File: config.mk
export PLATFORM = sky130hd
export DESIGN_NAME = waterfall_pixel_colorizer
export DESIGN_NICKNAME = d
export VERILOG_FILES = /design/src/rtl/wpc_pkg.sv /design/src/rtl/wpc_level_map.sv /design/src/rtl/wpc_line_tracker.sv /design/src/rtl/waterfall_pixel_colorizer.sv
export SDC_FILE = /design/constraint.sdc
export NUM_CORES = 1
export LEC_CHECK = 0
export BUFFER_PORTS_ARGS = -buffer_cell sky130_fd_sc_hd__buf_2
export CAP_MARGIN = 10
export CORE_MARGIN = 5
export CORE_UTILIZATION = 53
export CTS_CLUSTER_DIAMETER = 30
export DETAILED_ROUTE_END_ITERATION = 8
export PLACE_DENSITY_LB_ADDON = 0.25
export SYNTH_ARGS = -nofsm -noshare
export SYNTH_HDL_FRONTEND = slang
export SYNTH_SLANG_ARGS = --single-unit
File: constraint.sdc
create_clock -name clk -period 5.18 [get_ports clk]
set_clock_uncertainty 0.2 [all_clocks]
set_input_delay 1.036 -clock clk [delete_from_list [all_inputs] [get_ports clk]]
set_output_delay 1.036 -clock clk [all_outputs]
set_load 0.02 [all_outputs]
File: src/rtl/wpc_pkg.sv
// Package for the waterfall pixel colorizer: geometry constants, shared types
// and the elaboration-time build of the RGB565 rainbow table.
// No dependencies.
package wpc_pkg;

    localparam int LINE_LEN = 256;
    localparam int ROWS     = 320;

    localparam int COL_W = (LINE_LEN > 1) ? $clog2(LINE_LEN) : 1;
    localparam int ROW_W = $clog2(ROWS);

    localparam int SAMPLE_W  = 32;
    localparam int OFFSET_W  = 11;
    localparam int LEVEL_W   = 8;
    localparam int COLOR_W   = 16;
    localparam int PIX_COL_W = 8;
    localparam int PIX_ROW_W = 9;

    localparam logic [OFFSET_W-1:0] LOG_OFFSET_RESET = 11'd1250;
    localparam logic [LEVEL_W-1:0]  LEVEL_MAX        = 8'd255;

    localparam int NUM_KNOTS = 8;
    localparam int KNOT_POS [NUM_KNOTS] = '{'h00, 'h18, 'h38, 'h58, 'h78, 'h88, 'hc0, 'h100};
    localparam int KNOT_RGB [NUM_KNOTS][3] = '{
        '{68, 34, 153},
        '{68, 68, 221},
        '{17, 170, 187},
        '{34, 204, 170},
        '{105, 208, 37},
        '{170, 204, 34},
        '{210, 90, 16},
        '{238, 17, 0}
    };

    localparam int SPAN_0 = KNOT_POS[1] - KNOT_POS[0];
    localparam int SPAN_1 = KNOT_POS[2] - KNOT_POS[1];
    localparam int SPAN_2 = KNOT_POS[3] - KNOT_POS[2];
    localparam int SPAN_3 = KNOT_POS[4] - KNOT_POS[3];
    localparam int SPAN_4 = KNOT_POS[5] - KNOT_POS[4];
    localparam int SPAN_5 = KNOT_POS[6] - KNOT_POS[5];
    localparam int SPAN_6 = KNOT_POS[7] - KNOT_POS[6];

    typedef logic [COLOR_W-1:0] color_table_t [2**LEVEL_W];

    // line position of one beat, handed from the line tracker to the top
    typedef struct packed {
        logic [PIX_COL_W-1:0] column;
        logic [PIX_ROW_W-1:0] row;
        logic                 last;
        logic [PIX_ROW_W-1:0] scroll;
    } line_pos_t;

    function automatic int div_span(int k, int n);
        unique case (k)
            0:       return n / SPAN_0;
            1:       return n / SPAN_1;
            2:       return n / SPAN_2;
            3:       return n / SPAN_3;
            4:       return n / SPAN_4;
            5:       return n / SPAN_5;
            default: return n / SPAN_6;
        endcase
    endfunction

    // each of the two interpolation terms truncates on its own
    function automatic logic [7:0] lerp_ch(int k, int x, int c);
        int x0;
        int x1;
        int sum;
        x0  = KNOT_POS[k];
        x1  = KNOT_POS[k+1];
        sum = div_span(k, KNOT_RGB[k+1][c] * (x - x0)) + div_span(k, KNOT_RGB[k][c] * (x1 - x));
        return sum[7:0];
    endfunction

    function automatic color_table_t build_table();
        color_table_t t;
        int k;
        logic [7:0] r;
        logic [7:0] g;
        logic [7:0] b;
        for (int lvl = 0; lvl < 2**LEVEL_W; lvl++)
        begin
            k = 0;
            for (int i = 0; i < NUM_KNOTS - 1; i++)
            begin
                if (lvl >= KNOT_POS[i])
                begin
                    k = i;
                end
            end
            r = lerp_ch(k, lvl, 0);
            g = lerp_ch(k, lvl, 1);
            b = lerp_ch(k, lvl, 2);
            t[lvl] = {r[7:3], g[7:2], b[7:3]};
        end
        return t;
    endfunction

    localparam color_table_t COLOR_TABLE = build_table();

endpackage

File: src/rtl/wpc_level_map.sv
// Level mapper: exponent bits minus offset, clamped to a level, then the
// rainbow table lookup. Depends on wpc_pkg.
module wpc_level_map
(
    input  logic [wpc_pkg::SAMPLE_W-1:0] sample,
    input  logic [wpc_pkg::OFFSET_W-1:0] log_offset,
    output logic [wpc_pkg::COLOR_W-1:0]  color
);

    logic [wpc_pkg::OFFSET_W-1:0] field;
    logic [wpc_pkg::OFFSET_W-1:0] diff;
    logic [wpc_pkg::LEVEL_W-1:0]  level;

    assign field = sample[30:20];
    assign diff  = field - log_offset;

    // sign bit is dropped, so negative magnitudes map like positive ones
    always_comb
    begin
        priority if (field < log_offset)
        begin
            level = '0;
        end
        else if (diff > 11'(wpc_pkg::LEVEL_MAX))
        begin
            level = wpc_pkg::LEVEL_MAX;
        end
        else
        begin
            level = diff[wpc_pkg::LEVEL_W-1:0];
        end
    end

    assign color = wpc_pkg::COLOR_TABLE[level];

endmodule

File: src/rtl/wpc_line_tracker.sv
// Line tracker: column counter and scrolling row pointer of the waterfall.
// Depends on wpc_pkg.
module wpc_line_tracker
(
    input  logic                clk,
    input  logic                rst_n,
    input  logic                advance,
    output wpc_pkg::line_pos_t  pos
);

    logic [wpc_pkg::COL_W-1:0] col_reg;
    logic [wpc_pkg::COL_W-1:0] col_next;
    logic [wpc_pkg::ROW_W-1:0] row_reg;
    logic [wpc_pkg::ROW_W-1:0] row_next;
    logic [wpc_pkg::ROW_W-1:0] row_wrap;
    logic [wpc_pkg::ROW_W-1:0] scroll;
    logic                      last;

    assign last     = (col_reg == wpc_pkg::COL_W'(wpc_pkg::LINE_LEN - 1));
    assign row_wrap = (row_reg == '0) ? wpc_pkg::ROW_W'(wpc_pkg::ROWS - 1) : row_reg - 1'b1;
    assign scroll   = wpc_pkg::ROW_W'(wpc_pkg::ROWS - 1) - row_wrap;

    always_comb
    begin
        col_next = col_reg;
        row_next = row_reg;
        if (advance)
        begin
            if (last)
            begin
                col_next = '0;
                row_next = row_wrap;
            end
            else
            begin
                col_next = col_reg + 1'b1;
            end
        end
    end

    always_ff @(posedge clk or negedge rst_n)
    begin
        if (!rst_n)
        begin
            col_reg <= '0;
            row_reg <= wpc_pkg::ROW_W'(wpc_pkg::ROWS - 1);
        end
        else
        begin
            col_reg <= col_next;
            row_reg <= row_next;
        end
    end

    assign pos.column = wpc_pkg::PIX_COL_W'(col_reg);
    assign pos.row    = wpc_pkg::PIX_ROW_W'(row_reg);
    assign pos.last   = last;
    assign pos.scroll = last ? wpc_pkg::PIX_ROW_W'(scroll) : '0;

    // row pointer never leaves the display
    a_row_range: assert property (@(posedge clk) disable iff (!rst_n)
        row_reg <= wpc_pkg::ROW_W'(wpc_pkg::ROWS - 1))
        else $error("row pointer out of range");

    // a completed line restarts the column count
    a_col_restart: assert property (@(posedge clk) disable iff (!rst_n)
        advance && last |=> col_reg == '0)
        else $error("column count did not restart");

    // row pointer only moves at the end of a line
    a_row_hold: assert property (@(posedge clk) disable iff (!rst_n)
        !(advance && last) |=> $stable(row_reg))
        else $error("row pointer moved mid-line");

endmodule

File: src/rtl/waterfall_pixel_colorizer.sv
// Waterfall pixel colorizer top: input register, level map and line tracker,
// result register. Depends on wpc_pkg, wpc_level_map, wpc_line_tracker.
// Path: an accepted input beat passes the input register, then the result register.
// Throughput: one beat per cycle unless the result side stalls; input register
// and result register each hold a beat: one more beat enters while a result waits.
// Reset: rst_n async active low; clears valids, column 0, row ROWS-1,
// log_offset 1250. The color table is constant logic.
module waterfall_pixel_colorizer
(
    input  logic        clk,
    input  logic        rst_n,
    input  logic        log_offset_wr_en,
    input  logic [10:0] log_offset_wr_data,
    input  logic        s_axis_tvalid,
    output logic        s_axis_tready,
    input  logic [31:0] s_axis_tdata,   // [31:0] sample_bits
    output logic        m_axis_tvalid,
    input  logic        m_axis_tready,
    output logic [47:0] m_axis_tdata,   // [15:0] pixel_color, [23:16] pixel_column,
                                        // [32:24] pixel_row, [41:33] scroll_offset, zero fill
    output logic        m_axis_tlast    // line_done
);

    logic [wpc_pkg::OFFSET_W-1:0] offset_reg;
    logic                         in_valid_reg;
    logic [wpc_pkg::SAMPLE_W-1:0] in_data_reg;
    logic                         out_valid_reg;
    logic [wpc_pkg::COLOR_W-1:0]  color_reg;
    wpc_pkg::line_pos_t           pos_reg;

    logic                         adv_out;
    logic                         adv_in;
    logic                         move;
    logic [wpc_pkg::COLOR_W-1:0]  color;
    wpc_pkg::line_pos_t           pos;

    assign adv_out       = !out_valid_reg || m_axis_tready;
    assign adv_in        = !in_valid_reg || adv_out;
    assign move          = in_valid_reg && adv_out;
    assign s_axis_tready = adv_in;

    wpc_level_map u_level_map
    (
        .sample     (in_data_reg),
        .log_offset (offset_reg),
        .color      (color)
    );

    wpc_line_tracker u_line_tracker
    (
        .clk     (clk),
        .rst_n   (rst_n),
        .advance (move),
        .pos     (pos)
    );

    always_ff @(posedge clk or negedge rst_n)
    begin
        if (!rst_n)
        begin
            offset_reg    <= wpc_pkg::LOG_OFFSET_RESET;
            in_valid_reg  <= 1'b0;
            out_valid_reg <= 1'b0;
        end
        else
        begin
            if (log_offset_wr_en)
            begin
                offset_reg <= log_offset_wr_data;
            end
            if (adv_in)
            begin
                in_valid_reg <= s_axis_tvalid;
            end
            if (adv_out)
            begin
                out_valid_reg <= in_valid_reg;
            end
        end
    end

    always_ff @(posedge clk)
    begin
        if (adv_in && s_axis_tvalid)
        begin
            in_data_reg <= s_axis_tdata;
        end
        if (move)
        begin
            color_reg <= color;
            pos_reg   <= pos;
        end
    end

    assign m_axis_tvalid = out_valid_reg;
    assign m_axis_tlast  = pos_reg.last;
    assign m_axis_tdata  = {6'd0, pos_reg.scroll, pos_reg.row, pos_reg.column, color_reg};

    // a held input beat is not dropped while the result side stalls
    a_in_hold: assert property (@(posedge clk) disable iff (!rst_n)
        in_valid_reg && !adv_out |=> in_valid_reg && $stable(in_data_reg))
        else $error("input beat lost during stall");

    // line_done only on the last column
    a_last_col: assert property (@(posedge clk) disable iff (!rst_n)
        m_axis_tvalid && m_axis_tlast |->
            m_axis_tdata[23:16] == wpc_pkg::PIX_COL_W'(wpc_pkg::LINE_LEN - 1))
        else $error("line_done off the last column");

    // scroll offset is zero mid-line
    a_scroll_zero: assert property (@(posedge clk) disable iff (!rst_n)
        m_axis_tvalid && !m_axis_tlast |-> m_axis_tdata[41:33] == '0)
        else $error("scroll offset set mid-line");

endmodule
# Word level (Yosys, flattened, before mapping)
# Memories as Yosys holds them, arrays and structs flattened. A register that Yosys moved wholly into a read port is not among the register bits.
# Index checks and enable logic that the tools add are counted.
[word_totals]
in_bits = 48
out_inout_bits = 51
mem_bits_ro = 4096
latchBits = 0
ram_bits = 0
regBits = 88
n_memories = 1
word_cells = 31
[memory_table]
columns = ["name", "words", "word_bits", "rd", "rd_clocked_by_memory_dff", "write_ports", "line_no", "source"]
rows = [
  ["(name not given)", 256, 16, 1, 1, 0, "wpc_level_map.sv:34", "assign color = wpc_pkg::COLOR_TABLE[level];"],
]
[classes]
n_lt_le_gt_ge = 2
n_reduce_logical = 8
bitwise = 1
n_eq_ne = 1
mux = 4
multipliers = 0
div = 0
add_sub_neg = 4
n_shift = 0
[ops]
columns = ["operator", "n"]
rows = [
  ["8-bit 2-to-1 mux", 3],
  ["11-bit by 8-bit greater-than comparator with 1-bit output (second input constant)", 1],
  ["11-bit < comparator", 1],
  ["11-bit subtractor", 1],
  ["9-bit zero test", 1],
  ["9-bit 2-to-1 mux", 1],
  ["8-bit NOT with 9-bit output", 1],
  ["9-bit by 1-bit subtractor with 9-bit output (second input constant)", 1],
  ["9-bit subtractor (first input constant)", 1],
  ["8-bit by 1-bit adder with 8-bit output (second input constant)", 1],
  ["8-bit equality test (second input constant)", 1],
  ["1-bit logical AND", 2],
  ["1-bit zero test", 2],
  ["1-bit logical OR", 2],
  ["2-bit AND reduction", 1],
]

# Depth between registers and ports, before layout
[depth]
depth_word = 5
ltp_mapped = 24
mapped_depth_nobuf = 21

# Modules after synthesis
# From an unflattened synthesis, not the netlist that was laid out.
[hier_totals]
cells_unflattened = 712
hier_area_um2 = 7076.8
[modules_own_cells]
columns = ["module", "area_each_um2", "n_inst", "cells_per_inst"]
rows = [
  ["wpc_level_map", 3160.5, 1, 488],
  ["waterfall_pixel_colorizer", 2844.0, 1, 113],
  ["wpc_line_tracker", 1072.3, 1, 111],
]

# Worst setup path before layout
# Ideal clock, no wire load.
[synth_timing]
path_kind = "register -> register"
from = "reg offset_reg[1] (netlist bit)"
to = "reg color_reg[7] (netlist bit), data pin"
setup_slack_ns = 0.141
setup_time_ns = 0.256
stages_incl_launch_ff = 19
n_path_buf = 1
required_time_ns = 4.724
synth_period_minus_slack_ns = 5.039
arrival_time_ns = 4.583
path_cell_list = "dfstp_2 -> inv_1 -> fa_1 -> a21o_1 -> a221oi_4 -> mux2i_1 -> a21oi_1 -> buf_2 -> nand3_2 -> o21ai_0 -> inv_1 -> ha_1 -> inv_1 -> ha_1 -> a2111o_1 -> a41oi_1 -> a41oi_1 -> nand4_1 -> and4_1"
[synth_between]
elab_chain_cells = 5
elab_cells_between_ends = 6
cone_classes = "add/sub (1); order compare (2); mux (2); bitwise (1)"
[synth_lines]
columns = ["element", "line_no", "source"]
rows = [
  ["start, declared", "waterfall_pixel_colorizer.sv:24", "logic [wpc_pkg::OFFSET_W-1:0] offset_reg;"],
  ["start signal, assigned", "waterfall_pixel_colorizer.sv:61", "offset_reg <= wpc_pkg::LOG_OFFSET_RESET;"],
  ["start signal, assigned", "waterfall_pixel_colorizer.sv:69", "offset_reg <= log_offset_wr_data;"],
  ["11-bit subtractor", "wpc_level_map.sv:15", "assign diff = field - log_offset;"],
  ["11-bit by 8-bit greater-than comparator with 1-bit output", "wpc_level_map.sv:24", "else if (diff > 11'(wpc_pkg::LEVEL_MAX))"],
  ["8-bit 2-to-1 mux", "wpc_level_map.sv:24", ""],
  ["8-bit 2-to-1 mux (*)", "wpc_level_map.sv:20", "priority if (field < log_offset)"],
  ["8-bit NOT with 9-bit output (implied by the code) (*)", "wpc_level_map.sv:34", ""],
  ["end, declared", "waterfall_pixel_colorizer.sv:28", "logic [wpc_pkg::COLOR_W-1:0] color_reg;"],
]
# Every way passes the cells marked *; elsewhere a longest branch is shown, timed or not.
# A chain may end at the register's enable or synchronous reset.

# Worst setup path after layout
[layout_timing]
from = "reg in_data_reg[20] (netlist bit)"
to = "reg color_reg[11] (netlist bit), data pin"
[layout_between]
elab_chain_cells = 5
elab_cells_between_ends = 6
cone_classes = "add/sub (1); order compare (2); mux (2); bitwise (1)"
[layout_lines]
columns = ["element", "line_no", "source"]
rows = [
  ["start, declared", "waterfall_pixel_colorizer.sv:26", "logic [wpc_pkg::SAMPLE_W-1:0] in_data_reg;"],
  ["start signal, assigned", "waterfall_pixel_colorizer.sv:86", "in_data_reg <= s_axis_tdata;"],
  ["11-bit subtractor", "wpc_level_map.sv:15", ""],
  ["11-bit by 8-bit greater-than comparator with 1-bit output", "wpc_level_map.sv:24", ""],
  ["8-bit 2-to-1 mux", "wpc_level_map.sv:24", ""],
  ["8-bit 2-to-1 mux (*)", "wpc_level_map.sv:20", ""],
  ["8-bit NOT with 9-bit output (implied by the code) (*)", "wpc_level_map.sv:34", ""],
]
# Marked as above.

==> flow_metrics.env <==
export IMPL_postSynth_topFlopCell="sky130_fd_sc_hd__edfxtp_1"
export IMPL_rsz_0062_raised_after_global_routing="no"
export IMPL_ctsHtreeMaxLevel=3
export IMPL_route_vias_total=6573
export IMPL_ws_path_type="reg -> reg"
export IMPL_cts_repair_resize_count=0
export IMPL_cp_cell_sequence="inv_1 -> ha_1 -> inv_1 -> fa_1 -> a21o_1 -> a221oi_4 -> mux2i_1 -> a21o_1 -> o41ai_4 -> ha_1 -> o22ai_1 -> nor2_1 -> a2111oi_0 -> buf_4 -> a211oi_1"
export IMPL_fin_nets=881
export IMPL_clockBufferDepth=2
export IMPL_synthMostInstantiatedCell="sky130_fd_sc_hd__nand2_1"
export IMPL_post_cts_setup_buffers=0
export IMPL_antenna_found_initial=0
export IMPL_grt_max_degree=35
export IMPL_hpwl_reported_at_the_end_of_detailed_placement_um=16400
export IMPL_fp_row_count=40
export IMPL_power_ir_vdd_worst_mv=0.300
export IMPL_firstDrtPassIters=5
export IMPL_post_route_drc_count=0
export IMPL_drive_above_1_share_pct=23.6
export IMPL_setup_tns_ns=0
export IMPL_routed_wire_length_per_instance_um=23.7
export IMPL_drtIter0Drc=800
export IMPL_power_share_combinational_pct=52.5
export IMPL_cts_made_buffers=9
export IMPL_p_leak_nw=2.98
export IMPL_fp_dieH_um=120
export IMPL_cts_sink_cnt=84
export IMPL_power_clock_fraction_pct=20.5
export IMPL_min_period_over_period_pct=94.8
export IMPL_synthToLayoutAreaGrowth_pct=17.7
export IMPL_multi_input_area_sq_mm=0.00365
export IMPL_ys_seq_area_share_pct=37.6
export IMPL_layout_filler_cells=985
export IMPL_worst_endpoint_required_ns=5.04
export IMPL_clk_pin_slew_worst_paths_ns=0.07
export IMPL_synthTopCellsByArea="sky130_fd_sc_hd__edfxtp_1, sky130_fd_sc_hd__dfrtp_1, sky130_fd_sc_hd__ha_1"
export IMPL_floorplan_initialDensity_pct=53.6
export IMPL_gp_congestion=1.05
export IMPL_cellInternalPower_w=0.00178
export IMPL_synth_cell_types=83
export IMPL_grt_pass1_vias=6327
export IMPL_placement_io_buffers=71
export IMPL_critical_path_arrival_ns=4.77
export IMPL_p_per_area_mw_per_mm2=433
export IMPL_swShare_pct=44.9
export IMPL_maxCapViolations=0
export IMPL_drv_slew=0
export IMPL_synth_area_sq_mm=0.00636
export IMPL_setup_violations_final=0
export IMPL_min_path_type="reg -> reg"
export IMPL_synth_ff_latch_count=84
export IMPL_cts_tree="yes"
export IMPL_avgViaCountPerCell=6.88
export IMPL_maxClockFrequency_ghz=0.204
export IMPL_setup_slack_ns=0.269
export IMPL_critical_path_slowest_cell="sky130_fd_sc_hd__o41ai_4"
export IMPL_die_x_um=120
export IMPL_placeableCoreArea_sq_mm=0.0119
export IMPL_ioPinCount=99
export IMPL_register_area_sq_mm=0.00239
export IMPL_timing_final_crit_period_ns=4.91
export IMPL_async_sr_flop_fraction_pct=35.7
export IMPL_number_of_flops_mapped_to_enable_cells_by_yosys=54
export IMPL_cts_hold_buf=0
export IMPL_yosys_warnings=0
export IMPL_global_route_usage_total_pct=31.5
export IMPL_ctsRootBufferMaster="sky130_fd_sc_hd__clkbuf_16"
export IMPL_worst_setup_path_start_kind="register"
export IMPL_largest_register_ffs=26
export IMPL_cp_end_kind="register"
export IMPL_critPathMaxFanout=5
export IMPL_synthesis_area_per_instance_sq_um=8.95
export IMPL_timing_reg2reg_setup_slack_ns=0.27
export IMPL_post_route_util_pct=63.1
export IMPL_worst_path_largest_cell_delay_ns=0.68
export IMPL_clk_latency_ns=0.35
export IMPL_pre_cts_ws_ns=0.320
export IMPL_outcome="finished clean"
export IMPL_synth_largest_area_cell="sky130_fd_sc_hd__edfxtp_1"
export IMPL_tightest_slew_ns=1.02
export IMPL_grt_overflow=0
export IMPL_synth_top_cells_by_count="sky130_fd_sc_hd__nand2_1, sky130_fd_sc_hd__o21ai_0, sky130_fd_sc_hd__edfxtp_1"
export IMPL_final_antenna_net_count=0
export IMPL_synthDominantCellAreaShare_pct=25.5
export IMPL_die_area_sq_mm=0.0143
export IMPL_grt_first_pass_wirelength_um=35200
export IMPL_synth_cells=710
export IMPL_report_final_hold_viol_count=0
export IMPL_routed_wl_um=22700
export IMPL_power_frac_seq_pct=27.0
export IMPL_num_antenna_cells=0
export IMPL_worst_slew_margin_rel_pct=31.4
export IMPL_net_switching_power_w=0.00146
[area by class of cell]
cell class | count | share of cell area [%]
Multi-Input combinational cell | 550 | 48.8
Timing Repair Buffer | 137 | 11.7
Inverter | 21 | 1.05
Clock inverter | 7 | 1.07
Sequential cell | 84 | 31.9
Clock buffer | 9 | 3.01
Tap cell | 147 | 2.46
[final timing paths]
check / depth (start not counted) / endpoint / from
max in group asynchronous: 1 / u_line_tracker.col_reg[6] / rst_n
max reg2reg: 15 / color_reg[11] / in_data_reg[20]
max: 15 / color_reg[11] / in_data_reg[20]
min: 1 / m_axis_tvalid / in_valid_reg
min reg2reg: 1 / m_axis_tvalid / in_valid_reg
min in group asynchronous: 1 / offset_reg[4] / rst_n
[worst max-delay path, delay by kind of cell (launching register included)]
| family | cells | cell delay (ns) |
|---|---|---|
| buf+inv | 3 | 0.33 |
| mux | 1 | 0.17 |
| compound gates | 7 | 2.44 |
| simple gates | 1 | 0.13 |
| fa+ha+maj | 3 | 0.99 |
| flops | 1 | 0.36 |
[layout by cell type, fill, tap and decap left out, types with 13 or more instances in the layout]
master,instances
sky130_fd_sc_hd__a211oi_1,13
sky130_fd_sc_hd__nand4_1,14
sky130_fd_sc_hd__ha_1,29
sky130_fd_sc_hd__nor2_1,51
sky130_fd_sc_hd__edfxtp_1,54
sky130_fd_sc_hd__buf_4,64
sky130_fd_sc_hd__nor3_1,23
sky130_fd_sc_hd__a21oi_1,42
sky130_fd_sc_hd__nand2_1,80
sky130_fd_sc_hd__buf_2,71
sky130_fd_sc_hd__o21ai_0,57
sky130_fd_sc_hd__inv_1,19
sky130_fd_sc_hd__dfrtp_1,18
sky130_fd_sc_hd__nand3_1,19
[power by group through the flow]
stage | logic [W] | clock network [W] | registers [W]
finish | 0.00170 | 0.000664 | 0.000874
detailed placement | 0.00161 | 0 | 0.000886
global placement | 0.00162 | 0 | 0.000882
floorplan | 0.000948 | 0 | 0.000947
CTS | 0.00163 | 0.000670 | 0.000874
global route | 0.00178 | 0.000700 | 0.000883
[cells by family (layout without fill, tap and decap cells)]
family | Yosys count | in the layout | synth area share [%]
other | 1 | 6 | 0.0590
XOR/XNOR | 24 | 24 | 3.31
AND/OR/NAND/NOR | 240 | 240 | 18.3
multiplexers | 6 | 6 | 0.984
adder cells (fa/ha/maj) | 30 | 30 | 6.02
flip-flops | 84 | 84 | 37.6
buffers and inverters | 81 | 174 | 5.81
AO/OA/AOI/OAI | 244 | 244 | 28.0
[layer usage]
layer,share of wire [%],global-route usage (%)
met5,0,0
met4,4.9,15.3
met3,13,8.01
met2,44,48.1
met1,38,41.9
[per-stage QoR]
stage | hold slack [ns] | power, W | cells | area, sq um
after floorplan | 0.255 | 0.00190 | 715 | 6370
after global placement | 0.273 | 0.00250 | 939 | 7170
after detailed placement | 0.280 | 0.00250 | 939 | 7170
after CTS | 0.299 | 0.00317 | 955 | 7470
after global routing | 0.317 | 0.00336 | 955 | 7480
final | 0.297 | 0.00324 | 955 | 7480
No activity file was read; power rests on OpenSTA's default activity.
